===== config.mk =====
export PLATFORM = sky130hd
export DESIGN_NAME = mel_div
export DESIGN_NICKNAME = d
export VERILOG_FILES = /design/src/sv/mel_pkg.sv /design/src/sv/mel_div.sv
export SDC_FILE = /design/constraint.sdc
export NUM_CORES = 1
export LEC_CHECK = 0
export BUFFER_PORTS_ARGS = -buffer_cell sky130_fd_sc_hd__buf_2
export CORE_MARGIN = 5
export CORE_UTILIZATION = 40
export CTS_CLUSTER_DIAMETER = 80
export CTS_CLUSTER_SIZE = 30
export DETAILED_ROUTE_END_ITERATION = 12
export HOLD_SLACK_MARGIN = 0.05
export PLACE_DENSITY = 0.66
export SLEW_MARGIN = 20
export SYNTH_ARGS = -nofsm -noshare
export SYNTH_HDL_FRONTEND = slang
export SYNTH_SLANG_ARGS = --single-unit
export TNS_END_PERCENT = 5

===== constraint.sdc =====
create_clock -name clk -period 6.9 [get_ports clk]
set_input_delay 1.035 -clock clk [delete_from_list [all_inputs] [get_ports clk]]
set_output_delay 1.035 -clock clk [all_outputs]
set_load 0.005 [all_outputs]

===== src/sv/mel_pkg.sv =====
// Shared types and constants for the 1D mesh element locator.
// Used by every module of the block; depends on nothing else.
package mel_pkg;

  // Field widths of the ports
  localparam int COORD_W    = 32;
  localparam int LOAD_IDX_W = 10;
  localparam int ELEM_IDX_W = 10;
  localparam int COUNT_W    = 11;
  localparam int FRAC_BITS  = 16;
  localparam int REF_W      = FRAC_BITS + 2;
  localparam int QUO_W      = FRAC_BITS + 1;

  // Internal arithmetic widths
  localparam int SUM_W = COORD_W + 1;  // c0+c1, c1-c0, q+-a
  localparam int P2_W  = COORD_W + 2;  // 2*(q+-a)
  localparam int N_W   = COORD_W + 3;  // 2p-(c0+c1)

  // Default table depth
  localparam int MAX_ELEMENTS_DEF = 1024;

  // Configuration port
  localparam int CFG_IDX_W  = 1;
  localparam int CFG_DATA_W = COUNT_W;
  localparam logic [CFG_IDX_W-1:0] CFG_ELEMENT_COUNT  = 1'd0;
  localparam logic [CFG_IDX_W-1:0] CFG_SHIFT_SUBTRACT = 1'd1;

  // Operation codes
  localparam logic OP_LOAD   = 1'b0;
  localparam logic OP_LOCATE = 1'b1;

  // Sequencer states
  typedef enum logic [1:0] {
    ST_IDLE,
    ST_SCAN,
    ST_DIV,
    ST_FINISH
  } state_t;

  // Per-element test result leaving the evaluation pipe
  typedef struct packed {
    logic               valid;
    logic               hit;
    logic               neg;
    logic [COORD_W-1:0] num_mag;
    logic [COORD_W-1:0] den_mag;
  } eval_t;

endpackage


===== src/sv/mel_div.sv =====
// Restoring serial divider for xi: floor(|n| * 2^FRAC_BITS / |d|), one bit per cycle.
// Depends on mel_pkg; requires |n| <= |d| so the quotient fits FRAC_BITS+1 bits.
module mel_div (
  input  logic                        clk,
  input  logic                        rst,
  input  logic                        start,
  input  logic [mel_pkg::COORD_W-1:0] num_mag,
  input  logic [mel_pkg::COORD_W-1:0] den_mag,
  input  logic                        neg,
  output logic                        done,
  output logic [mel_pkg::REF_W-1:0]   ref_out
);
  import mel_pkg::*;

  localparam int STEP_W = $clog2(QUO_W + 1);
  localparam logic [STEP_W-1:0] LAST_STEP = STEP_W'(QUO_W - 1);

  logic              busy;
  logic [STEP_W-1:0] step;
  logic [SUM_W-1:0]  rem;
  logic [COORD_W-1:0] den;
  logic [QUO_W-1:0]  quo;
  logic              sign;

  logic [SUM_W-1:0]  trial;
  logic              ge;
  logic [QUO_W-1:0]  quo_next;
  logic [REF_W-1:0]  mag_ext;

  // first step compares the unshifted remainder, later steps shift in a zero
  assign trial    = (step == '0) ? rem : {rem[SUM_W-2:0], 1'b0};
  assign ge       = trial >= {1'b0, den};
  assign quo_next = {quo[QUO_W-2:0], ge};
  assign mag_ext  = {{(REF_W-QUO_W){1'b0}}, quo_next};

  // control
  always_ff @(posedge clk) begin
    if (rst) begin
      busy <= 1'b0;
      done <= 1'b0;
      step <= '0;
    end else begin
      done <= 1'b0;
      if (start) begin
        busy <= 1'b1;
        step <= '0;
      end else if (busy) begin
        step <= step + 1'b1;
        if (step == LAST_STEP) begin
          busy <= 1'b0;
          done <= 1'b1;
        end
      end
    end
  end

  // datapath
  always_ff @(posedge clk) begin
    if (start) begin
      rem  <= {1'b0, num_mag};
      den  <= den_mag;
      sign <= neg;
      quo  <= '0;
    end else if (busy) begin
      rem <= ge ? (trial - {1'b0, den}) : trial;
      quo <= quo_next;
      if (step == LAST_STEP) begin
        ref_out <= sign ? (~mag_ext + 1'b1) : mag_ext;
      end
    end
  end

endmodule


Word level (Yosys, flattened, before mapping)
Index checks and enable logic that the tools add are counted.

word-level totals
  flip-flop bits (word level) = 107
  logic and storage cells = 32

operators by class
  $add $sub $neg = 3
  $lt $le $gt $ge = 1
  equal/unequal tests = 1
  mux-type cells = 9
  bitwise operators = 3
  reductions and logical operators = 5

operators with widths
  kind                   number
  $mux 33                2
  $mux 32                2
  $ge 33x32->1           1
  $sub 33x32->33         1
  $add 18x1->18 const B  1
  $not 17->18            1
  $mux 17                1
  $add 5x1->5 const B    1
  $eq 5x5->1 const B     1
  $logic_not 5->1        1
  $mux 1                 4
  $reduce_and 3->1       1
  $reduce_or 3->1        1
  $not 1->1              2
  $reduce_bool 2->1      1
  $reduce_or 2->1        1

Longest topological paths before layout
Gate-level depths: netlist (run 1).

  depth in word-level cells = 6
  gate-level depth with buffers = 23

Least setup slack after synthesis (run 1)
Ideal clock, no wire load.

  path kind = reg-to-reg
  start = register step[0]
  end = register ref_out[14] in the netlist's numbering (data pin)
  data arrival time = 4781 ps
  data required time = 6638 ps
  slack = 1857 ps
  cell stages (with the launch flop) = 24
  period minus slack after synthesis = 5043 ps
  cells stage by stage = dfxtp_1 -> inv_1 -> ha_1 -> nand2_1 -> nor2_1 -> clkbuf_1 -> clkbuf_1 -> mux2_2 -> ha_1 -> a21oi_1 -> o21ai_0 -> a221oi_2 -> a211oi_1 -> o2111ai_2 -> a21oi_2 -> nor2_4 -> buf_2 -> buf_2 -> ha_1 -> nand2b_1 -> nor4_1 -> nand3_1 -> o31ai_1 -> xnor2_1

between the ends
  longest elaborated chain between the ends = 6

ends and longest elaborated chain
  item                    line           RTL
  from (decl)             mel_div.sv:19  logic [STEP_W-1:0] step;
  from (signal assigned)  mel_div.sv:48  step <= step + 1'b1;
  $logic_not 5->1         mel_div.sv:31  assign trial = (step == '0) ? rem : {rem[SUM_W-2:0], 1'b0};
  $mux 33                 mel_div.sv:31
  $ge 33x32->1            mel_div.sv:32  assign ge = trial >= {1'b0, den};
  $not 17->18             mel_div.sv:68  ref_out <= sign ? (~mag_ext + 1'b1) : mag_ext;
  $add 18x1->18           mel_div.sv:68
  $mux 17                 mel_div.sv:68
  to (signal assigned)    mel_div.sv:68
  to (decl)               mel_div.sv:11  output logic [mel_pkg::REF_W-1:0] ref_out

Every way passes these cells.
A chain may end at the register's enable or synchronous reset.

Worst setup path after layout (run 1)
  start = register step[0]
  end = register ref_out[17] in the netlist's numbering (data pin)

between the ends
  longest elaborated chain between the ends = 5

ends and longest elaborated chain
  item             line
  $logic_not 5->1  mel_div.sv:31
  $mux 33          mel_div.sv:31
  $ge 33x32->1     mel_div.sv:32
  $not 17->18      mel_div.sv:68
  $add 18x1->18    mel_div.sv:68

Every way passes these cells.

==> results.toml, run 1 <==
[yosys]
synth-warning-count = 0
async_flop_share = 0
synthCells = 680
ys.flop_type = "edfxtp_1"
synth.distinct_cells = 62
synth_fp_nets = 784
synth_edf_count = 83
yosysSeqAreaShare = 0.445
synth.cell_area_um2 = 6680
ys_ff_latch = 107
synth.avg_cell_area_um2 = 9.83

[timing]
fmax_mhz = 186
period_minus_slack_ns = 5.36
hold_violations = 0
tightest_slew_ns = 0.838
slew_headroom = 0.441
finalSetupTns_ns = 0
rsz0062_at_grt = "no"
setup_viol = 0
skew_ns = 0.0133
finalCritPeriodShare = 0.777
slew_viol_final = 0

[floorplan]
io_pins = 87
start_util = 0.406
die_w_um = 139
core_area_um2 = 16500
die_h_um = 139
fp-row-count = 47
dieArea_um2 = 19400

[route]
first_pass_iters = 5
drtIter0Drc = 224
vias_per_cell = 5.29
num_vias = 5140
wl_per_cell_um = 15.3
drcViolationCount = 0
drt_wl_total_mm = 14.9
ant_nets = 0

[clock_network]
clkTransAtPathRegs_ns = 0.08
postCtsHoldBufs = 0
clock_path_buffers = 2
h-tree-depth = 3
post_cts_resized = 0
cts_root_buf = "clkbuf_16"
post-cts-setup-buffers = 0
clkSinkCount = 107
cts_buffers = 9
cts_tree = "done"
clock_latency_ns = 0.36

[global_route]
track_usage = 0.156
grt_pass1_vias = 5059
grt_pass1_wl_mm = 25.2
antenna_found_initial = 0
grt_max_degree = 60
grt_overflow = 0

[placed_design]
gp_congestion = 0.857
place_area_um2 = 7290
port_buffers = 86
hpwl_mm = 10.9

[critical_path]
reg2reg_slack_ns = 1.54
r2r_end = "ref_out[17]$_SDFFCE_PN0P_"
timing.rr.start = "step[0]$_SDFFE_PP0P_"
crit_path_start_kind = "register"
cp_data_arrival_time_ns = 5.48
cp-startpoint = "step[0]$_SDFFE_PP0P_"
crit_type = "reg -> reg"
cp-endpoint = "ref_out[17]$_SDFFCE_PN0P_"
required_ns = 7.02
worstSetupEndpointType = "register"
worstPathMaxFanout = 36
ff2ff_path_depth = 17

[power_and_ir_drop]
ir_drop_mv = 0.155
power_density_nw_per_um2 = 367
p_leak_uw = 0.00316

[layout]
layout_commonest_cell = "buf_2"
drive_gt1_frac = 0.210
nNetsFinal = 851
final_cell_mix = "buf_2, edfxtp_1, nand2_1"
antenna_cells = 0
final_area_um2 = 7610
fillers = 1587
utilization = 0.462
syn_to_final_growth_pct = 13.8

[status]
outcome = "complete, no violations"

[run]
max_cap_viol_count = 0

[worst_hold_path]
hp-start = "rem[32]$_SDFFE_PP0P_"
min-delay-path-class = "reg -> reg"
==> area by class of cell <==
| class | instances | area, um^2 | share of cell area |
|---|---|---|---|
| Clock buffer | 9 | 225 | 0.0296 |
| Clock inverter | 7 | 88.8 | 0.0117 |
| Inverter | 43 | 161 | 0.0212 |
| Multi-Input combinational cell | 494 | 3410 | 0.448 |
| Sequential cell | 107 | 2970 | 0.391 |
| Tap cell | 220 | 275 | 0.0362 |
| Timing Repair Buffer | 92 | 475 | 0.0625 |
==> report_power, final <==
| group | leakage, uW | switching (uW) | internal, uW |
|---|---|---|---|
| logic | 0.00201 | 806 | 584 |
| clock network | 0.000152 | 264 | 261 |
| registers | 0.000999 | 45.6 | 832 |
| total | 0.00316 | 1120 | 1680 |
==> synth_stat cells (16+ instances only) <==
master    count  share of area
a21o_1       18          0.020
mux2_2       33          0.056
inv_1        41          0.023
dfxtp_1      24          0.072
a21oi_1      37          0.028
mux2i_1      18          0.027
xnor2_1      30          0.039
nor3_1       16          0.012
ha_1         35          0.066
edfxtp_1     83           0.37
o21ai_0      34          0.025
nand2_1      64          0.036
clkbuf_1     28          0.016
a31oi_1      19          0.018
nor2_1       56          0.031
==> cells by family (layout without fill, tap and decap cells) <==
family | count (synthesis) | after routing | share of synthesized area
buf+inv | 79 | 151 | 0.0455
simple gates | 207 | 207 | 0.148
flops | 107 | 107 | 0.445
fa+ha+maj | 36 | 36 | 0.0685
xor+xnor | 42 | 42 | 0.0550
compound gates | 158 | 158 | 0.156
mux | 51 | 51 | 0.0826
==> per-stage QoR <==
step                      setup WS, ns  total power (uW)  hold WS (ns)  instances
after floorplan                   1.86              1970         0.462        680
after global placement            1.55              2270         0.503        956
after detailed placement          1.48              2270         0.506        956
after CTS                         1.46              2810         0.529        972
after global routing             0.946              3020         0.562        972
final                             1.54              2790         0.529        972
==> flip-flops by register name, summed over array words and instances, names as in the netlist <==
signal / count
rem: 33
den: 32
ref_out: 18
quo: 16
step: 5
busy: 1
done: 1
sign: 1
==> routing by layer <==
metal  GRT usage  vias to the layer above  part of all wire
met2       0.243                      113              0.45
met4      0.0479                        0             0.017
met1       0.220                     2396              0.48
met5           0                        -                 0
met3      0.0312                       17             0.044
li1            -                     2614                 -
==> worst min-delay path by stage <==
stage	end	cells after the start	slack (ns)
3_5_place_dp	rem[32]$_SDFFE_PP0P_	2	0.51
4_1_cts	rem[32]$_SDFFE_PP0P_	2	0.53
6_report	rem[32]$_SDFFE_PP0P_	2	0.53
3_3_place_gp	rem[32]$_SDFFE_PP0P_	2	0.50
2_1_floorplan	rem[32]$_SDFFE_PP0P_	2	0.46
5_1_grt	rem[32]$_SDFFE_PP0P_	2	0.56
==> worst max-delay path: stages, from the launching register on <==
cell	delay, ns
dfxtp_1	0.35
inv_1	0.07
ha_1	0.16
nand2_1	0.06
nor2_2	0.61
buf_4	0.34
mux2_2	0.37
ha_1	0.34
a21oi_1	0.23
o21ai_0	0.16
a21oi_1	0.13
o21ai_0	0.13
o2111ai_2	0.25
a21oi_2	0.14
nor2_4	0.47
inv_2	0.43
or4_1	0.61
o31a_1	0.25
Power figures use the tool's default switching activity.
==> run 2: changes to the inputs <==
==> constraint.sdc (replaced) <==
create_clock -name clk -period 5.39 [get_ports clk]
set_input_delay 0.8085 -clock clk [delete_from_list [all_inputs] [get_ports clk]]
set_output_delay 0.8085 -clock clk [all_outputs]
set_load 0.005 [all_outputs]
==> run 2 against run 1 <==
Register-to-register slack got worse by 1.1 ns. Via count decreased by 0.12%. Routed wire length increased by 2.2%. Largest cell class unchanged. Sequential share of layout area decreased by 0.058 points. Combinational power increased by 28%. Count of clock-buffer cells in the layout unchanged. First-iteration DRC count increased by 26%. Clock power increased by 25%. Flip-flop and latch count unchanged. Non-clock buffer count increased by 3. Largest power group unchanged.
==> results.toml, run 2 (same netlist as run 1, synthesis figures left out) <==
[run]
max_cap_viol_count = 0

[power_and_ir_drop]
power_density_nw_per_um2 = 469
ir_drop_mv = 0.252
total_power_uw = 3570
p_leak_uw = 0.00317

[layout]
largestRegisters = "rem (33), den (32), ref_out (18)"
drive_gt1_frac = 0.212
antenna_cells = 0
syn_to_final_growth_pct = 14.0
layout_commonest_cell = "buf_2"
final_cell_mix = "buf_2, edfxtp_1, nand2_1"
top_register = "rem"
fillers = 1626
largest_register_ffs = 33
nNetsFinal = 854
stdcell_count = 975

[clock_network]
clkTransAtPathRegs_ns = 0.08
cts_root_buf = "clkbuf_16"
clock_path_buffers = 2
clock_latency_ns = 0.37
post-cts-setup-buffers = 0
h-tree-depth = 3
cts_buffers = 9
postCtsHoldBufs = 0
post_cts_resized = 0
clkSinkCount = 107
cts_tree = "done"

[critical_path]
cp_data_arrival_time_ns = 5.06
timing.rr.start = "step[0]$_SDFFE_PP0P_"
r2r_end = "rem[15]$_DFFE_PP_"
critPathMaxStageDelay_ns = 0.45
crit_chain = "inv_1 > ha_1 > nand2_1 > nor2_2 > buf_4 > mux2_2 > ha_1 > nand4_1 > or3_1 > a211oi_1 > o2111ai_2 > a21oi_2 > nor2_4 > inv_2 > buf_4 > a21oi_1 > mux2_2"
required_ns = 5.51
ff2ff_path_depth = 17
crit_path_start_kind = "register"
reg2reg_slack_ns = 0.45
worstSetupEndpointType = "register"
crit_path_top_delay_cell = "nor2_2"
worstPathMaxFanout = 28
crit_type = "reg -> reg"

[route]
wl_per_cell_um = 15.6
ant_nets = 0
num_vias = 5134
first_pass_iters = 5
drcViolationCount = 0
drt_wl_total_mm = 15.2
drtIter0Drc = 283
wl_met1_mm = 7.15
met2_length_mm = 7.18
wl_met3_um = 708
vias_per_cell = 5.27
top_layer_used = "met4"

[floorplan]
dieArea_um2 = 19400
fp-row-count = 47
die_w_um = 139
core_area_um2 = 16500
die_h_um = 139
io_pins = 87
start_util = 0.406

[global_route]
grt_overflow = 0
grt_pass1_wl_mm = 25.0
track_usage = 0.157
grt_pass1_vias = 5020
grt_max_degree = 53
antenna_found_initial = 0

[timing]
finalSetupTns_ns = 0
hold_violations = 0
slew_headroom = 0.421
fmax_mhz = 202
slew_viol_final = 0
rsz0062_at_grt = "no"
setup_viol = 0
period_minus_slack_ns = 4.94
skew_ns = 0.0123
tightest_slew_ns = 0.868
finalCritPeriodShare = 0.917

[worst_hold_path]
hold-path-endpoint = "quo[0]$_SDFFE_PP0P_"
min_path_cells = 2
min-delay-path-class = "reg -> reg"
hp-start = "quo[0]$_SDFFE_PP0P_"

[status]
outcome = "complete, no violations"

[placed_design]
hpwl_mm = 11.2
dp_cells = 959
port_buffers = 86
gp_congestion = 0.899
[run 2: cell types whose count changed in the layout (fill, tap and decap cells not counted), sizes merged]
cell,change
buf,+3
clkinvlp,+1
inv,-1
[run 2: report_power, final]
part / internal (uW) / leakage, uW / switching (uW) / total (uW)
clock: 327 / 0.000143 / 333 / 660
sequential: 1070 / 0.000999 / 63.1 / 1130
combinational: 755 / 0.00203 / 1030 / 1780
total: 2150 / 0.00317 / 1420 / 3570
[run 2: routing by layer]
layer,up-vias,global-route usage
met1,2364,0.208
met4,0,0.0479
met5,-,0
met2,133,0.259
li1,2622,-
met3,15,0.0343
[run 2: how the worst max path moves through the flow]
| stage | startpoint | end | slack [ns] |
|---|---|---|---|
| detailed placement | step[0]$_SDFFE_PP0P_ | rem[15]$_DFFE_PP_ | 0.46 |
| global route | step[0]$_SDFFE_PP0P_ | ref_out[14]$_DFFE_PP_ | 0.13 |
| finish | step[0]$_SDFFE_PP0P_ | rem[15]$_DFFE_PP_ | 0.45 |
| CTS | step[0]$_SDFFE_PP0P_ | rem[15]$_DFFE_PP_ | 0.45 |
| global placement | step[0]$_SDFFE_PP0P_ | ref_out[14]$_DFFE_PP_ | 0.58 |
| floorplan | step[0]$_SDFFE_PP0P_ | ref_out[14]$_DFFE_PP_ | 0.35 |
[run 2: cell type report]
| type | instances | area [um^2] | share of cell area |
|---|---|---|---|
| clock buffer | 9 | 225 | 0.0296 |
| timing repair buffer | 95 | 500 | 0.0657 |
| sequential | 107 | 2970 | 0.390 |
| tap | 220 | 275 | 0.0361 |
| inverter | 43 | 161 | 0.0212 |
| clock inverter | 7 | 75.1 | 0.00985 |
| multi-input combinational | 494 | 3410 | 0.447 |
[run 2: worst max-delay path, delay by kind of cell, from the launching register on]
family,cells,cell delay (ns)
buffers and inverters,4,0.91
multiplexers,2,0.64
flip-flops,1,0.35
AND/OR/NAND/NOR,5,1.18
AO/OA/AOI/OAI,4,1.00
adder cells (fa/ha/maj),2,0.61
[run 2: stage by stage]
stage	worst slack [ns]	hold WS [ns]	cell area, um^2	util
floorplan	0.347	0.462	6680	-
global placement	0.583	0.492	7320	0.444
detailed placement	0.461	0.510	7320	0.444
CTS	0.445	0.520	7620	0.463
global route	0.127	0.550	7620	0.463
finish	0.447	0.514	7620	0.463
==> run 3: changes to the inputs <==
--- a/config.mk
+++ b/config.mk
@@ -11,7 +11,6 @@
 export CTS_CLUSTER_DIAMETER = 80
 export CTS_CLUSTER_SIZE = 30
 export DETAILED_ROUTE_END_ITERATION = 12
-export HOLD_SLACK_MARGIN = 0.05
 export PLACE_DENSITY = 0.66
 export SLEW_MARGIN = 20
 export SYNTH_ARGS = -nofsm -noshare
==> constraint.sdc (replaced) <==
create_clock -name clk -period 5 [get_ports clk]
set_input_delay 0.75 -clock clk [delete_from_list [all_inputs] [get_ports clk]]
set_output_delay 0.75 -clock clk [all_outputs]
set_load 0.005 [all_outputs]
==> run 3 against run 2 <==
Count of clock-buffer cells in the layout stayed put. Largest cell class unchanged. Hold slack better by 0.0019 ns. Core utilization is 0.65 points higher. Flip-flop and latch count stayed put. Sequential share of layout area is 0.54 points lower. Clock skew is 0.0015 ns lower. Sequential power is 8% higher. Via count is 1.9% higher. Non-clock buffer count is 10 higher. Critical path type unchanged. Total power is 11% higher. First-iteration DRC count is 18% lower. Setup slack better by 0.0016 ns.
==> results.toml, run 3 (same netlist as run 1, synthesis figures left out) <==
[floorplan]
core_area_um2 = 16500
start_util = 0.406
dieArea_um2 = 19400
io_pins = 87
fp-row-count = 47
die_h_um = 139
die_w_um = 139

[placed_design]
port_buffers = 86
hpwl_mm = 11.5
gp_congestion = 0.886

[power_and_ir_drop]
power_density_nw_per_um2 = 515
p_leak_uw = 0.00323
ir_drop_mv = 0.270

[critical_path]
cp_data_arrival_time_ns = 4.67
crit_type = "reg -> reg"
required_ns = 5.12
worstSetupEndpointType = "register"
worstPathMaxFanout = 8
timing.rr.start = "step[0]$_SDFFE_PP0P_"
cp-startpoint = "step[0]$_SDFFE_PP0P_"
crit_path_start_kind = "register"

[run]
max_cap_viol_count = 0

[clock_network]
cts_tree = "done"
h-tree-depth = 3
clock_latency_ns = 0.37
cts_buffers = 9
clkTransAtPathRegs_ns = 0.08
cts_root_buf = "clkbuf_16"
clock_path_buffers = 2
clkSinkCount = 107

[status]
outcome = "complete, no violations"

[global_route]
grt_pass1_wl_mm = 26.1
antenna_found_initial = 0
track_usage = 0.164
grt_pass1_vias = 5219
grt_overflow = 0
grt_max_degree = 46

[route]
drtIter0Drc = 232
ant_nets = 0
first_pass_iters = 5
num_vias = 5230
wl_per_cell_um = 15.9
drt_wl_total_mm = 15.7
vias_per_cell = 5.31
drcViolationCount = 0

[layout]
multi_input_area_um2 = 3410
drive_gt1_frac = 0.224
largestRegisters = "rem (33), den (32), ref_out (18)"
syn_to_final_growth_pct = 15.6
top_register = "rem"
utilization = 0.469
final_cell_mix = "buf_2, edfxtp_1, nand2_1"
nNetsFinal = 864
seq_area_um2 = 2970
antenna_cells = 0
layout_commonest_cell = "buf_2"
largest_register_ffs = 33
fillers = 1584

[timing]
tightest_slew_ns = 0.853
slew_headroom = 0.431
fmax_mhz = 220
skew_ns = 0.0108
hold_violations = 0
slew_viol_final = 0
rsz0062_at_grt = "no"
period_minus_slack_ns = 4.55
setup_viol = 0
finalCritPeriodShare = 0.910
finalSetupTns_ns = 0

[worst_hold_path]
min-delay-path-class = "reg -> reg"
hp-start = "quo[0]$_SDFFE_PP0P_"
==> run 3: what timing repair did <==
action / in CTS / in global routing
setup endpoints to repair: 0 / 12
hold buffers: 0 / 0
resized for setup: 0 / 2
buffers inserted: 0 / 4
==> run 3: where the power goes <==
part | switching [uW] | internal [uW] | total [uW]
Sequential | 66.8 | 1150 | 1220
Clock | 391 | 364 | 755
Combinational | 1140 | 867 | 2010
Total | 1600 | 2380 | 3980
==> run 3: worst paths after layout <==
kind / endpoint / slack (ns) / depth (start not counted)
setup / recovery: ref_out[14]$_DFFE_PP_ / 0.45 / 20
hold / removal: quo[0]$_SDFFE_PP0P_ / 0.52 / 2
setup reg to reg: ref_out[14]$_DFFE_PP_ / 0.45 / 20
hold reg to reg: quo[0]$_SDFFE_PP0P_ / 0.52 / 2
==> run 3: worst max-delay path: stages, from the launching register on <==
cell       delay [ns]
dfxtp_1          0.35
inv_1            0.07
ha_1             0.15
nand2_1          0.08
nor2_4           0.22
buf_4            0.18
mux2_2           0.34
ha_1             0.38
a21o_1           0.19
a21o_1           0.18
a221oi_2         0.30
a211oi_1         0.16
o2111ai_2        0.23
a21oi_2          0.11
nor2_4           0.15
ha_1             0.21
nand2b_1         0.08
nor4_1           0.32
nand3_1          0.19
o31ai_1          0.30
xnor2_1          0.11
==> run 3: stage by stage <==
stage	hold slack (ns)	cell area, um^2	std cells	power, uW	setup slack, ns
floorplan	0.462	6690	680	2720	0.0636
global placement	0.505	7370	965	3210	0.276
detailed placement	0.490	7370	965	3220	0.129
CTS	0.513	7690	981	3980	0.0942
global route	0.540	7730	985	4280	0.0585
finish	0.516	7730	985	3980	0.449
==> run 3: cell type report <==
| cell class | count | share of cell area |
|---|---|---|
| multi-input cells | 494 | 0.442 |
| inverters | 43 | 0.0209 |
| repair buffers | 105 | 0.0763 |
| flip-flops and latches | 107 | 0.385 |
| clock buffers | 9 | 0.0291 |
| clock inverters | 7 | 0.0115 |
| well taps | 220 | 0.0356 |
==> run 3: metal layers <==
layer / wire length (um) / up-vias / share of wire / track usage
met1: 7440 / 2443 / 0.47 / 0.223
met5: 0 / - / 0 / 0
met4: 382 / 0 / 0.024 / 0.0628
met2: 7160 / 121 / 0.46 / 0.258
li1: - / 2639 / - / -
met3: 728 / 27 / 0.046 / 0.0333
