**config.mk**
```make
export PLATFORM = sky130hd
export DESIGN_NAME = mel_eval
export DESIGN_NICKNAME = d
export VERILOG_FILES = /design/src/sv/mel_pkg.sv /design/src/sv/mel_eval.sv
export SDC_FILE = /design/constraint.sdc
export NUM_CORES = 1
export LEC_CHECK = 0
export ABC_AREA = 0
export BUFFER_PORTS_ARGS = -buffer_cell sky130_fd_sc_hd__buf_2
export CELL_PAD_IN_SITES_DETAIL_PLACEMENT = 1
export CELL_PAD_IN_SITES_GLOBAL_PLACEMENT = 2
export CORE_ASPECT_RATIO = 1.25
export CORE_MARGIN = 2
export CORE_UTILIZATION = 35
export DETAILED_ROUTE_END_ITERATION = 8
export PLACE_DENSITY_LB_ADDON = 0.3
export SYNTH_ARGS = -nofsm -noshare
export SYNTH_HDL_FRONTEND = slang
export SYNTH_SLANG_ARGS = --single-unit
export TNS_END_PERCENT = 50
```
**constraint.sdc**
```tcl
create_clock -name clk -period 4.3 [get_ports clk]
set_clock_uncertainty 0.2 [all_clocks]
set_input_delay 0.215 -clock clk [delete_from_list [all_inputs] [get_ports clk]]
set_output_delay 0.215 -clock clk [all_outputs]
set_load 0.01 [all_outputs]
```
**src/sv/mel_pkg.sv**
```systemverilog
// Shared types and constants for the 1D mesh element locator.
// Used by every module of the block; depends on nothing else.
package mel_pkg;

  // Field widths of the ports
  localparam int COORD_W    = 32;
  localparam int LOAD_IDX_W = 10;
  localparam int ELEM_IDX_W = 10;
  localparam int COUNT_W    = 11;
  localparam int FRAC_BITS  = 16;
  localparam int REF_W      = FRAC_BITS + 2;
  localparam int QUO_W      = FRAC_BITS + 1;

  // Internal arithmetic widths
  localparam int SUM_W = COORD_W + 1;  // c0+c1, c1-c0, q+-a
  localparam int P2_W  = COORD_W + 2;  // 2*(q+-a)
  localparam int N_W   = COORD_W + 3;  // 2p-(c0+c1)

  // Default table depth
  localparam int MAX_ELEMENTS_DEF = 1024;

  // Configuration port
  localparam int CFG_IDX_W  = 1;
  localparam int CFG_DATA_W = COUNT_W;
  localparam logic [CFG_IDX_W-1:0] CFG_ELEMENT_COUNT  = 1'd0;
  localparam logic [CFG_IDX_W-1:0] CFG_SHIFT_SUBTRACT = 1'd1;

  // Operation codes
  localparam logic OP_LOAD   = 1'b0;
  localparam logic OP_LOCATE = 1'b1;

  // Sequencer states
  typedef enum logic [1:0] {
    ST_IDLE,
    ST_SCAN,
    ST_DIV,
    ST_FINISH
  } state_t;

  // Per-element test result leaving the evaluation pipe
  typedef struct packed {
    logic               valid;
    logic               hit;
    logic               neg;
    logic [COORD_W-1:0] num_mag;
    logic [COORD_W-1:0] den_mag;
  } eval_t;

endpackage

```
**src/sv/mel_eval.sv**
```systemverilog
// Three-stage element test: containment of p in [c0,c1] plus operand prep for xi.
// Depends on mel_pkg for widths and the eval_t result struct.
module mel_eval #(
  parameter int IDX_W = 10
) (
  input  logic                         clk,
  input  logic                         rst,
  input  logic                         flush,
  input  logic                         elem_valid,
  input  logic [IDX_W-1:0]             elem_idx,
  input  logic [mel_pkg::COORD_W-1:0]  c0,
  input  logic [mel_pkg::COORD_W-1:0]  c1,
  input  logic [mel_pkg::P2_W-1:0]     p2,
  output mel_pkg::eval_t               res,
  output logic [IDX_W-1:0]             res_idx,
  output logic                         busy
);
  import mel_pkg::*;

  // stage 1: node sum and element length
  logic             s1_valid;
  logic [IDX_W-1:0] s1_idx;
  logic [SUM_W-1:0] s1_sum;
  logic [SUM_W-1:0] s1_len;

  // stage 2: numerator and length magnitude
  logic               s2_valid;
  logic [IDX_W-1:0]   s2_idx;
  logic [N_W-1:0]     s2_num;
  logic [COORD_W-1:0] s2_den_mag;
  logic               s2_den_nz;
  logic               s2_den_neg;

  logic [SUM_W-1:0] len_abs;
  logic [N_W-1:0]   num_abs;

  assign busy = s1_valid | s2_valid;

  // stage 1 datapath
  always_ff @(posedge clk) begin
    s1_idx <= elem_idx;
    s1_sum <= {c0[COORD_W-1], c0} + {c1[COORD_W-1], c1};
    s1_len <= {c1[COORD_W-1], c1} - {c0[COORD_W-1], c0};
  end

  // stage 2 datapath
  assign len_abs = s1_len[SUM_W-1] ? (~s1_len + 1'b1) : s1_len;

  always_ff @(posedge clk) begin
    s2_idx     <= s1_idx;
    s2_num     <= {p2[P2_W-1], p2} - {{(N_W-SUM_W){s1_sum[SUM_W-1]}}, s1_sum};
    s2_den_mag <= len_abs[COORD_W-1:0];
    s2_den_nz  <= (s1_len != '0);
    s2_den_neg <= s1_len[SUM_W-1];
  end

  // stage 3: |n| <= |d| with nonzero d, plus the valid bits of every stage
  assign num_abs = s2_num[N_W-1] ? (~s2_num + 1'b1) : s2_num;

  always_ff @(posedge clk) begin
    if (rst || flush) begin
      s1_valid  <= 1'b0;
      s2_valid  <= 1'b0;
      res.valid <= 1'b0;
    end else begin
      s1_valid  <= elem_valid;
      s2_valid  <= s1_valid;
      res.valid <= s2_valid;
    end
    res_idx     <= s2_idx;
    res.hit     <= s2_den_nz && (num_abs <= {{(N_W-COORD_W){1'b0}}, s2_den_mag});
    res.neg     <= s2_num[N_W-1] ^ s2_den_neg;
    res.num_mag <= num_abs[COORD_W-1:0];
    res.den_mag <= s2_den_mag;
  end

endmodule

```
Yosys cells after proc, flatten, opt, wreduce, memory -nomap -nowiden
Index checks and enable logic that the tools add are counted.
{"block": "word_totals", "ff_bits": 234, "latchBits": 0, "ram_bits": 0, "rom_bits": 0, "input_bits": 112, "output_inout_bits": 78, "elab_cells": 31, "n_memories": 0}
{"block": "classes", "n_addsub": 5, "n_mul": 0, "div": 0, "n_lt_le_gt_ge": 1, "n_eq_ne": 0, "shifts": 0, "n_mux": 2, "bitwise": 4, "n_reduce_logical": 3}
{"cell": "adder 35 x 1 -> 35 bit, second input constant", "n": 1}
{"cell": "<= comparator 35 x 32 -> 1 bit", "n": 1}
{"cell": "two-way mux 35 bit", "n": 1}
{"cell": "inverter 35 bit", "n": 1}
{"cell": "subtractor 34 x 33 -> 35 bit", "n": 1}
{"cell": "adder 32 x 32 -> 33 bit", "n": 1}
{"cell": "nonzero test 33 bit", "n": 1}
{"cell": "subtractor 32 x 32 -> 33 bit", "n": 1}
{"cell": "adder 32 x 1 -> 32 bit, second input constant", "n": 1}
{"cell": "two-way mux 32 bit", "n": 1}
{"cell": "inverter 32 bit", "n": 1}
{"cell": "logical AND 1 bit", "n": 1}
{"cell": "logical OR 1 bit", "n": 1}
{"cell": "bitwise OR 1 bit", "n": 1}
{"cell": "XOR 1 bit", "n": 1}

Logic depth before layout (Yosys ltp)
Gate-level depths: netlist (run 1).
{"block": "logic_depth", "word_depth": 5, "depth_mapped": 17, "ltp_nobuf": 17}

Worst setup path after synthesis (run 1)
No wires, ideal clock.
{"block": "synth_path", "kind": "flip-flop to flip-flop", "from": "reg s2_num[11]", "to": "reg res[65] in the netlist's numbering", "setup_time_ns": 0.116, "t_arrival_ns": 3.375, "required_ns": 3.984, "slack_ns": 0.609, "stages_incl_launch_ff": 15, "cell_sequence": "dfxtp_1 or4_4 or4_1 or2_1 or3_1 clkbuf_1 o31ai_1 xnor2_1 ha_1 nand4_1 nor3_1 nand2_1 o21ai_0 o21ai_0 and3_1"}
{"block": "synth_via", "elab_chain_cells": 5}
{"item": "start: declaration", "line_no": "mel_eval.sv:29", "source": "logic [N_W-1:0] s2_num;"}
{"item": "start signal: assignment", "line_no": "mel_eval.sv:51", "source": "s2_num <= {p2[P2_W-1], p2} - {{(N_W-SUM_W){s1_sum[SUM_W-1]}}, s1_sum};"}
{"item": "inverter 35 bit", "line_no": "mel_eval.sv:58", "source": "assign num_abs = s2_num[N_W-1] ? (~s2_num + 1'b1) : s2_num;"}
{"item": "adder 35 x 1 -> 35 bit", "line_no": "mel_eval.sv:58"}
{"item": "two-way mux 35 bit", "line_no": "mel_eval.sv:58"}
{"item": "via num_abs[29]", "line_no": "mel_eval.sv:35", "source": "logic [N_W-1:0] num_abs;"}
{"item": "<= comparator 35 x 32 -> 1 bit", "line_no": "mel_eval.sv:71", "source": "res.hit <= s2_den_nz && (num_abs <= {{(N_W-COORD_W){1'b0}}, s2_den_mag});"}
{"item": "logical AND 1 bit", "line_no": "mel_eval.sv:71"}
{"item": "end: declaration", "line_no": "mel_eval.sv:14", "source": "output mel_pkg::eval_t res,"}
The timed path passes the listed nets, and every way through them passes these cells.
A chain may end at the register's enable or synchronous reset.

Worst setup path in the final report (run 1)
Same ends and word-level chain as after synthesis.

==> results of run 1 <==
[worst reg2reg max path, stage by stage, from the launching register on]
cell and delay (ns):
dfxtp_1 0.34, or4_4 0.54, or4_1 0.43, or2_1 0.26, or3_1 0.44, o31ai_1 0.34
xnor2_1 0.13, ha_1 0.30, nand4_1 0.13, nor3_1 0.27, nand2_1 0.10, o21ai_0 0.16
o21ai_0 0.08, and3_1 0.17
[path summary, 6_finish.rpt]
check,endpoint,from,cells after the start,slack [ns]
max,res[65]$_DFF_P_,s2_num[11]$_DFF_P_,13,0.30
min reg2reg,s2_idx[0]$_DFF_P_,s1_idx[0]$_DFF_P_,0,0.13
max reg2reg,res[65]$_DFF_P_,s2_num[11]$_DFF_P_,13,0.30
min,s2_num[23]$_DFF_P_,p2[23],3,0.01
[flip-flops by register name, summed over array words and instances (netlist names)]
| register | flops |
|---|---|
| s2_num | 35 |
| res_idx | 10 |
| s1_valid | 1 |
| s2_den_neg | 1 |
| s1_len | 33 |
| s2_den_nz | 1 |
| res | 67 |
| s2_idx | 10 |
| s2_valid | 1 |
| s1_idx | 10 |
| s1_sum | 32 |
| s2_den_mag | 32 |
[through the flow]
step | util [%] | cells | setup WS, ns
final | 43.0 | 1954 | 0.302
after global placement | 39.5 | 1873 | 0.369
after detailed placement | 39.5 | 1873 | 0.296
after global routing | 43.0 | 1954 | 0.0336
after CTS | 43.0 | 1954 | 0.286
after floorplan | - | 1294 | 0.609
[cell families (layout without fill, tap and decap cells)]
group | after synthesis | after routing
AO/OA/AOI/OAI | 325 | 325
AND/OR/NAND/NOR | 275 | 275
flip-flops | 233 | 233
buffers and inverters | 180 | 417
XOR/XNOR | 143 | 143
adder cells (fa/ha/maj) | 135 | 135
multiplexers | 3 | 3
[final cells by class]
| type | instances | area share (%) |
|---|---|---|
| Clock buffer | 26 | 4.21 |
| Clock inverter | 13 | 1.09 |
| Inverter | 145 | 3.78 |
| Multi-Input combinational cell | 881 | 45.3 |
| Sequential cell | 233 | 32.4 |
| Tap cell | 423 | 3.68 |
| Timing Repair Buffer | 233 | 9.59 |
[Yosys cell counts, drive strengths merged (4+ instances only)]
cell type,count
a221oi,5
xor2,21
and2,6
a311oi,4
o311ai,4
a211o,6
ha,132
a21o,32
o21a,11
nor4,7
xnor2,122
a211oi,6
o21ai,68
or2,12
or3,22
dfxtp,233
clkbuf,34
o31a,4
nand2,46
a21oi,100
o21bai,21
and3,8
nor2,70
nand3,18
nor2b,14
nand2b,14
o41ai,8
a31oi,11
inv,144
nor3,27
nand4,13
or4,8
o31ai,25
[layer usage]
metal | vias to the layer above | routed length (um) | global-route usage, %
met1 | 4391 | 14900 | 23.2
met3 | 24 | 1120 | 1.77
li1 | 4897 | - | -
met4 | 0 | 517 | 3.92
met5 | - | 0 | 0
met2 | 151 | 14500 | 30.1
[power by group]
part           internal [mW]  total (mW)  switching [mW]
Clock                   1.20        2.00           0.805
Combinational           1.37        3.08            1.70
Sequential              2.87        3.28           0.410
Total                   5.44        8.36            2.92
==> metrics.txt, run 1 <==
Final Hold Violating Endpoints=0; die area=between 0.03 and 0.04 mm2; most frequent cells in the layout=233 x dfxtp_1, 189 x buf_2, 144 x inv_1, 132 x ha_1, 122 x xnor2_1; Synth top area share=39.3%; residual DRC count=0; worst min path class=in -> reg; Total Neg Setup Slack=0 ns; most common cell after layout, fill and taps aside=dfxtp_1; worst path buffer plus inverter count=0; most frequent CP cell=o21ai_0; Setup crit end kind=register; vias in the first global route=9905; GRT overflow=0; hold_ws=0.0129 ns; worst vdd ir=0.187 mV; Starting DRT DRC Count=373; cells resized by post-CTS repair=0; fmax=0.250 GHz; Final ANT Viol Nets=0; Post-Syn Area per Cell=9.17 um2; vias=9463; Syn. warnings=0; Critical Path AT=4.19 ns; IO Count=190; initial antenna violation count=0; multi-input logic area=0.00652 mm2; CP Class=reg -> reg; Ant. Diodes=0; Sinks on Clock Net=233; HPWL Detailed=25400 um; mux share of post-synthesis cell area=0.295%; routability cong.=0.842; synthesized area=0.0119 mm2; Cell Area, Placed=around 0.013 mm2; Syn Inst Count=1294; synth-to-layout area growth=21.4%; Num CTS Buffers=22; Final nets=1763; Final setup viols=0; Synth area leaders=dfxtp_1 39%, ha_1 14%, xnor2_1 9.0%, inv_1 4.6%, a21oi_1 4.2%; Slew Limit Headroom=between 20 and 30%; main combinational cell family by area after synthesis=compound AO/OA/AOI/OAI gates; fraction of registers with async set/reset=0%; Period minus WS final=4.00 ns; ys flop type=dfxtp_1; Post-synth EDFFs=0; register bit total from synthesis=233; Synth cell types=63; final instance area=0.0144 mm2; Total Power=8.36 mW; hold buffer count at CTS=42; number of fill cells=3882; Clk pin slew, worst setup/hold paths=0.07 ns; status=complete, no violations; CORE AREA=~0.034 mm2; Vias per Instance=4.84; Routed wire per std cell=around 16 um; post-synthesis adder-cell area fraction=14.4%; first-pass GRT wire length=50100 um; Critical Path Source Type=register; share of layout cells above drive strength 1=16.1%; Post-Synth Simple-Gate Area=12.2%; GRT Total Usage=17.3%; Post-CTS Setup Inserts=0; Initial DRT Pass Iterations=6; leak pwr=6.70 nW; worst skew pair latency=0.50 ns; Clock Tree Buf Depth=3; xor and xnor area share after synthesis=10.6%; die height=210 um; period utilization=93.0%; Root Driver=clkbuf_16; input/output buffers=~190; maximum number of pins on one net before global-route repair=35; crit-path max cell delay=0.54 ns; area leader, netlist=dfxtp_1; Synth Area in Compound Gates=around 18%; CTS H-tree lvls=1; crit-path cells=or4_4, or4_1, or2_1, or3_1, o31ai_1, xnor2_1, ha_1, nand4_1, nor3_1, nand2_1, o21ai_0, o21ai_0, and3_1; Mapped Nets=between 1500 and 2000; CP delay by family, top=simple AND/OR/NAND/NOR gates; PD cells=580 mW/mm2; WP data required=4.49 ns; Rows=75; Register Area=roughly 0.0047 mm2; drt total wl=30900 um; Worst Max-Slew Pin Slew=~1.1 ns; worst-path fanout max=7; die width=169 um; maxcap violations=0; Starting Density=35.4%; max-slew violations=0; CTS tree=done; RSZ-0062 raised after global routing=false; register area share after synthesis=39.3%; Crit-path slowest cell=or4_4
(Power assumes the default switching activity.)
==> inputs of run 2 (changes only) <==
Settings changed: CELL_PAD_IN_SITES_DETAIL_PLACEMENT 1 to 2.
==> metrics.txt, run 2 (synthesis results as in run 1) <==
status=complete, no violations (unchanged); share of layout cells above drive strength 1=16.0% (was 16.1%); R2R Path Start=s2_num[11]$_DFF_P_ (unchanged); Largest regs=res: 67 flops, s2_num: 35 flops, s1_len: 33 flops (unchanged); hold_ws=0.0202 ns (was 0.0129 ns); Worst Max-Slew Pin Slew=1.11 ns (was 1.06 ns); Starting DRT DRC Count=340 (was 373); Slew Limit Headroom=25.8% (was 29.5%); period utilization=96.2% (was 93.0%); die width=169 um (unchanged); Worst Hold Path EP=s1_sum[30]$_DFF_P_ (was s2_num[23]$_DFF_P_); die area=0.0354 mm2 (unchanged); maximum number of pins on one net before global-route repair=35 (unchanged); max reg flops=67 (unchanged); Setup crit end kind=register (unchanged); worst hold start=c1[30] (was p2[23]); Clock Tree Buf Depth=3 (unchanged); initial antenna violation count=0 (unchanged); GRT Total Usage=21.3% (was 17.3%); input/output buffers=189 (unchanged); CP Class=reg -> reg (unchanged); IO Count=190 (unchanged); Final nets=1777 (was 1763); CORE AREA=0.0335 mm2 (unchanged); residual DRC count=0 (unchanged); Final ANT Viol Nets=0 (unchanged); synth-to-layout area growth=22.9% (was 21.4%); maxcap violations=0 (unchanged); drt total wl=37600 um (was 30900 um); HPWL Detailed=28600 um (was 25400 um); Sinks on Clock Net=233 (unchanged); Placement Setup Slack=0.0585 ns (was 0.296 ns); routability cong.=0.842 (unchanged); PD cells=598 mW/mm2 (was 580 mW/mm2); Critical Path AT=4.35 ns (was 4.19 ns); Period minus WS final=4.14 ns (was 4.00 ns); leak pwr=6.77 nW (was 6.70 nW); worst-path fanout max=7 (unchanged); largest register by flop count=res (unchanged); Ant. Diodes=0 (unchanged); worst setup margin=0.164 ns (was 0.302 ns); most frequent cells in the layout=233 x dfxtp_1, 189 x buf_2, 144 x inv_1, 132 x ha_1, 122 x xnor2_1 (unchanged); Routed wire per std cell=19.1 um (was 15.8 um); die height=210 um (unchanged); CTS H-tree lvls=1 (unchanged); max-slew violations=0 (unchanged); Num CTS Buffers=24 (was 22); fmax=0.242 GHz (was 0.250 GHz); r2r setup slk=0.16 ns (was 0.30 ns); worst vdd ir=0.257 mV (was 0.187 mV); worst min path class=in -> reg (unchanged); Hold Crit Depth=3 (unchanged); cells on worst reg2reg path=13 (unchanged); Starting Density=35.4% (unchanged); Total Power=8.71 mW (was 8.36 mW); Initial DRT Pass Iterations=4 (was 6); Final Hold Violating Endpoints=0 (unchanged); most common cell after layout, fill and taps aside=dfxtp_1 (unchanged); RR Endpoint=res[65]$_DFF_P_ (unchanged); vias=10100 (was 9463); first-pass GRT wire length=60400 um (was 50100 um); worst skew pair latency=0.53 ns (was 0.50 ns); Rows=75 (unchanged); Clk pin slew, worst setup/hold paths=0.07 ns (about the same); Critical Path Source Type=register (unchanged); Final setup viols=0 (unchanged); GRT overflow=0 (unchanged); vias in the first global route=11300 (was 9905); Root Driver=clkbuf_16 (unchanged); CTS tree=done (unchanged); WP data required=4.51 ns (was 4.49 ns); Vias per Instance=5.12 (was 4.84)
==> run 2: changes by cell type in the layout (fill, tap and decap cells not counted), sizes merged <==
cell / previous run / this run
clkinvlp: 2 / 1
dlygate4sd3: 42 / 54
inv: 146 / 145
clkbuf: 26 / 32
==> run 2: what timing repair did <==
item                                    CTS  global route
gates resized for setup                   0             2
endpoints found under the hold margin    54             0
setup buffers                             0             0
endpoints found under the setup margin    0             1
hold buffers                             54             0
==> run 2: routing by layer <==
layer | GRT usage, % | routed length [um]
met1 | 25.6 | 16300
met2 | 39.2 | 19100
met3 | 2.07 | 1070
met4 | 7.61 | 1190
met5 | 0 | 0
==> run 2: metrics by stage <==
| stage | util [%] | setup TNS [ns] | cells | area, um2 |
|---|---|---|---|---|
| 2_1_floorplan | - | 0 | 1294 | 11900 |
| 3_3_place_gp | 39.5 | 0 | 1873 | 13200 |
| 3_5_place_dp | 39.5 | 0 | 1873 | 13200 |
| 4_1_cts | 43.5 | 0 | 1970 | 14600 |
| 5_1_grt | 43.5 | -0.00830 | 1970 | 14600 |
| 6_report | 43.5 | 0 | 1970 | 14600 |
==> run 2: critical path, cell delays in order, from the launching register on <==
cell,delay [ns]
dfxtp_1,0.35
or4_4,0.55
or4_1,0.43
or2_1,0.25
or3_1,0.46
o31ai_2,0.30
xnor2_1,0.13
ha_1,0.32
nand4_1,0.14
nor3_2,0.25
nand2_1,0.12
o21ai_0,0.21
o21ai_0,0.10
and3_1,0.20
==> run 2: final cells by class <==
class / instances / area [um2]
clock inverters: 11 / 161
multi-input cells: 881 / 6530
well taps: 423 / 529
fillers: 3653 / 18900
clock buffers: 32 / 651
flip-flops and latches: 233 / 4660
inverters: 145 / 544
repair buffers: 245 / 1500
==> run 2: how the worst max path moves through the flow <==
stage | from | end | slack, ns | cells after the start
after floorplan | s2_num[11]$_DFF_P_ | res[65]$_DFF_P_ | 0.61 | 14
after global placement | s2_num[11]$_DFF_P_ | res[65]$_DFF_P_ | 0.37 | 13
after detailed placement | s2_num[11]$_DFF_P_ | res[65]$_DFF_P_ | 0.06 | 13
after CTS | s2_num[11]$_DFF_P_ | res[65]$_DFF_P_ | 0.01 | 13
after global routing | s2_num[11]$_DFF_P_ | res[65]$_DFF_P_ | -0.008 | 13
final | s2_num[11]$_DFF_P_ | res[65]$_DFF_P_ | 0.16 | 13
==> run 2: power by group <==
group          switching (mW)  internal (mW)
Combinational            1.86           1.40
Sequential              0.449           2.87
Clock                   0.868           1.26
==> inputs of run 3 (changes only) <==
Settings changed: REMOVE_ABC_BUFFERS set to 1.
==> metrics.txt, run 3 (synthesis results as in run 1) <==
cells on worst reg2reg path=15 (was 13); R2R Path Start=s2_num[11]$_DFF_P_ (unchanged); Period minus WS final=4.12 ns (was 4.14 ns); RR Endpoint=res[65]$_DFF_P_ (unchanged); Total Neg Setup Slack=0 ns (unchanged); Final ANT Viol Nets=0 (unchanged); Critical Path Source Type=register (unchanged); fmax=0.242 GHz (about the same); IO Count=190 (unchanged); period utilization=95.9% (was 96.2%); Rows=75 (unchanged); Vias per Instance=5.09 (was 5.12); CORE AREA=0.0335 mm2 (unchanged); worst min path class=in -> reg (unchanged); r2r setup slk=0.18 ns (was 0.16 ns); maximum number of pins on one net before global-route repair=35 (unchanged); worst-path fanout max=6 (was 7); residual DRC count=0 (unchanged); WP data required=4.59 ns (was 4.51 ns); Clock Tree Buf Depth=3 (unchanged); Root Driver=clkbuf_16 (unchanged); worst skew pair latency=0.53 ns (about the same); Post-CTS Setup Inserts=0 (unchanged); Routed wire per std cell=18.8 um (was 19.1 um); crit-path cells=or4_4, or4_1, or3_4, or2_4, o21ai_1, xnor2_1, ha_1, a21oi_1, nor2b_1, o21ai_0, nand2_1, a21oi_1, o21ai_0, o21ai_0, and3_1 (was or4_4, or4_1, or2_1, or3_1, o31ai_2, xnor2_1, ha_1, nand4_1, nor3_2, nand2_1, o21ai_0, o21ai_0, and3_1); placed instance count=1874 (was 1873); maxcap violations=0 (unchanged); Ant. Diodes=0 (unchanged); Largest regs=res: 67 flops, s2_num: 35 flops, s1_len: 33 flops (unchanged); vias in the first global route=11100 (was 11300); Worst Hold Path EP=s1_sum[30]$_DFF_P_ (unchanged); CP Class=reg -> reg (unchanged); first-pass GRT wire length=59900 um (was 60400 um); Initial DRT Pass Iterations=4 (unchanged); crit-path max cell delay=0.54 ns (was 0.55 ns); worst path buffer plus inverter count=0 (unchanged); status=complete, no violations (unchanged); Finished Layout Cells=1976 (was 1970); Starting DRT DRC Count=383 (was 340); input/output buffers=189 (unchanged); Crit-path slowest cell=or4_4 (unchanged); most common cell after layout, fill and taps aside=dfxtp_1 (unchanged); routability cong.=0.849 (was 0.842); CTS tree=done (unchanged); Num CTS Buffers=23 (was 24); Hold Crit Depth=5 (was 3); Starting Density=35.4% (unchanged); synth-to-layout area growth=24.1% (was 22.9%); Final nets=1783 (was 1777); Critical Path AT=4.41 ns (was 4.35 ns); vias=10100 (about the same); Clk pin slew, worst setup/hold paths=0.07 ns (about the same); worst vdd ir=0.268 mV (was 0.257 mV); Final setup viols=0 (unchanged); GRT overflow=0 (unchanged); max-slew violations=0 (unchanged); RSZ-0062 raised after global routing=false; CTS H-tree lvls=1 (unchanged); Setup crit end kind=register (unchanged); Final Hold Violating Endpoints=0 (unchanged); Slew Limit Headroom=23.9% (was 25.8%); most frequent cells in the layout=233 x dfxtp_1, 189 x buf_2, 144 x inv_1, 132 x ha_1, 122 x xnor2_1 (unchanged); die height=210 um (unchanged); CP delay by family, top=simple AND/OR/NAND/NOR gates (unchanged); worst hold start=c1[29] (was c1[30]); share of layout cells above drive strength 1=16.4% (was 16.0%); HPWL Detailed=28100 um (was 28600 um); PD cells=602 mW/mm2 (was 598 mW/mm2); Worst Max-Slew Pin Slew=1.14 ns (was 1.11 ns); initial antenna violation count=0 (unchanged); most frequent CP cell=o21ai_0 (unchanged); max reg flops=67 (unchanged); drt total wl=37200 um (was 37600 um); leak pwr=6.83 nW (was 6.77 nW); Sinks on Clock Net=233 (unchanged); die area=0.0354 mm2 (unchanged); largest register by flop count=res (unchanged); die width=169 um (unchanged); GRT Total Usage=21.0% (was 21.3%)
run 3: cell count changes in the layout (fill, tap and decap cells not counted), sizes merged, moves of 2 or more:
cell,before,now
clkbuf,32,24
bufinv,3,6
dlygate4sd3,54,60
clkinvlp,1,3
clkinv,7,5
inv,145,149
run 3: layout make-up:
type	instances	area [um2]
clock inverters	18	293
inverters	145	544
flip-flops and latches	233	4660
multi-input cells	881	6530
well taps	423	529
repair buffers	252	1570
clock buffers	24	589
fillers	3682	18800
run 3: how the worst max path moves through the flow:
| stage | start | endpoint | slack (ns) | depth (start not counted) |
|---|---|---|---|---|
| after detailed placement | s2_num[11]$_DFF_P_ | res[65]$_DFF_P_ | 0.29 | 13 |
| after global placement | s2_num[11]$_DFF_P_ | res[65]$_DFF_P_ | 0.39 | 13 |
| after floorplan | s2_num[11]$_DFF_P_ | res[65]$_DFF_P_ | 0.64 | 13 |
| after global routing | s2_num[13]$_DFF_P_ | res[65]$_DFF_P_ | 0.009 | 14 |
| after CTS | s2_num[13]$_DFF_P_ | res[65]$_DFF_P_ | 0.08 | 15 |
| final | s2_num[11]$_DFF_P_ | res[65]$_DFF_P_ | 0.18 | 15 |
run 3: worst min-delay path: cells and delay by family:
kind | cells | cell delay, ns
adder cells (fa/ha/maj) | 1 | 0.19
AO/OA/AOI/OAI | 2 | 0.13
XOR/XNOR | 1 | 0.07
buffers and inverters | 1 | 0.09
run 3: where the power goes:
| part | total [mW] | internal (mW) | switching (mW) |
|---|---|---|---|
| clock | 2.30 | 1.39 | 0.914 |
| combinational | 3.22 | 1.40 | 1.81 |
| sequential | 3.34 | 2.87 | 0.468 |
run 3: what timing repair did:
item | in CTS | in global routing
setup endpoints to repair | 0 | 1
hold buffers | 60 | 0
endpoints found under the hold margin | 55 | 0
gates resized for setup | 0 | 3
run 3: routing by layer:
metal  wire [um]  track usage [%]
met1       16100             25.5
met2       19000             39.3
met3        1070             1.87
met4         968             6.15
met5           0                0
run 3: per-stage QoR:
stage	area, um2	hold WS, ns	total power [mW]	setup slack (ns)	utilization (%)
floorplan	11700	0.0427	5.27	0.643	-
global placement	13200	0.110	6.31	0.388	39.5
detailed placement	13200	0.113	6.49	0.289	39.5
CTS	14700	0.00144	8.94	0.0758	43.9
global route	14700	0.0258	9.48	0.00921	43.9
finish	14700	0.00595	8.86	0.176	43.9
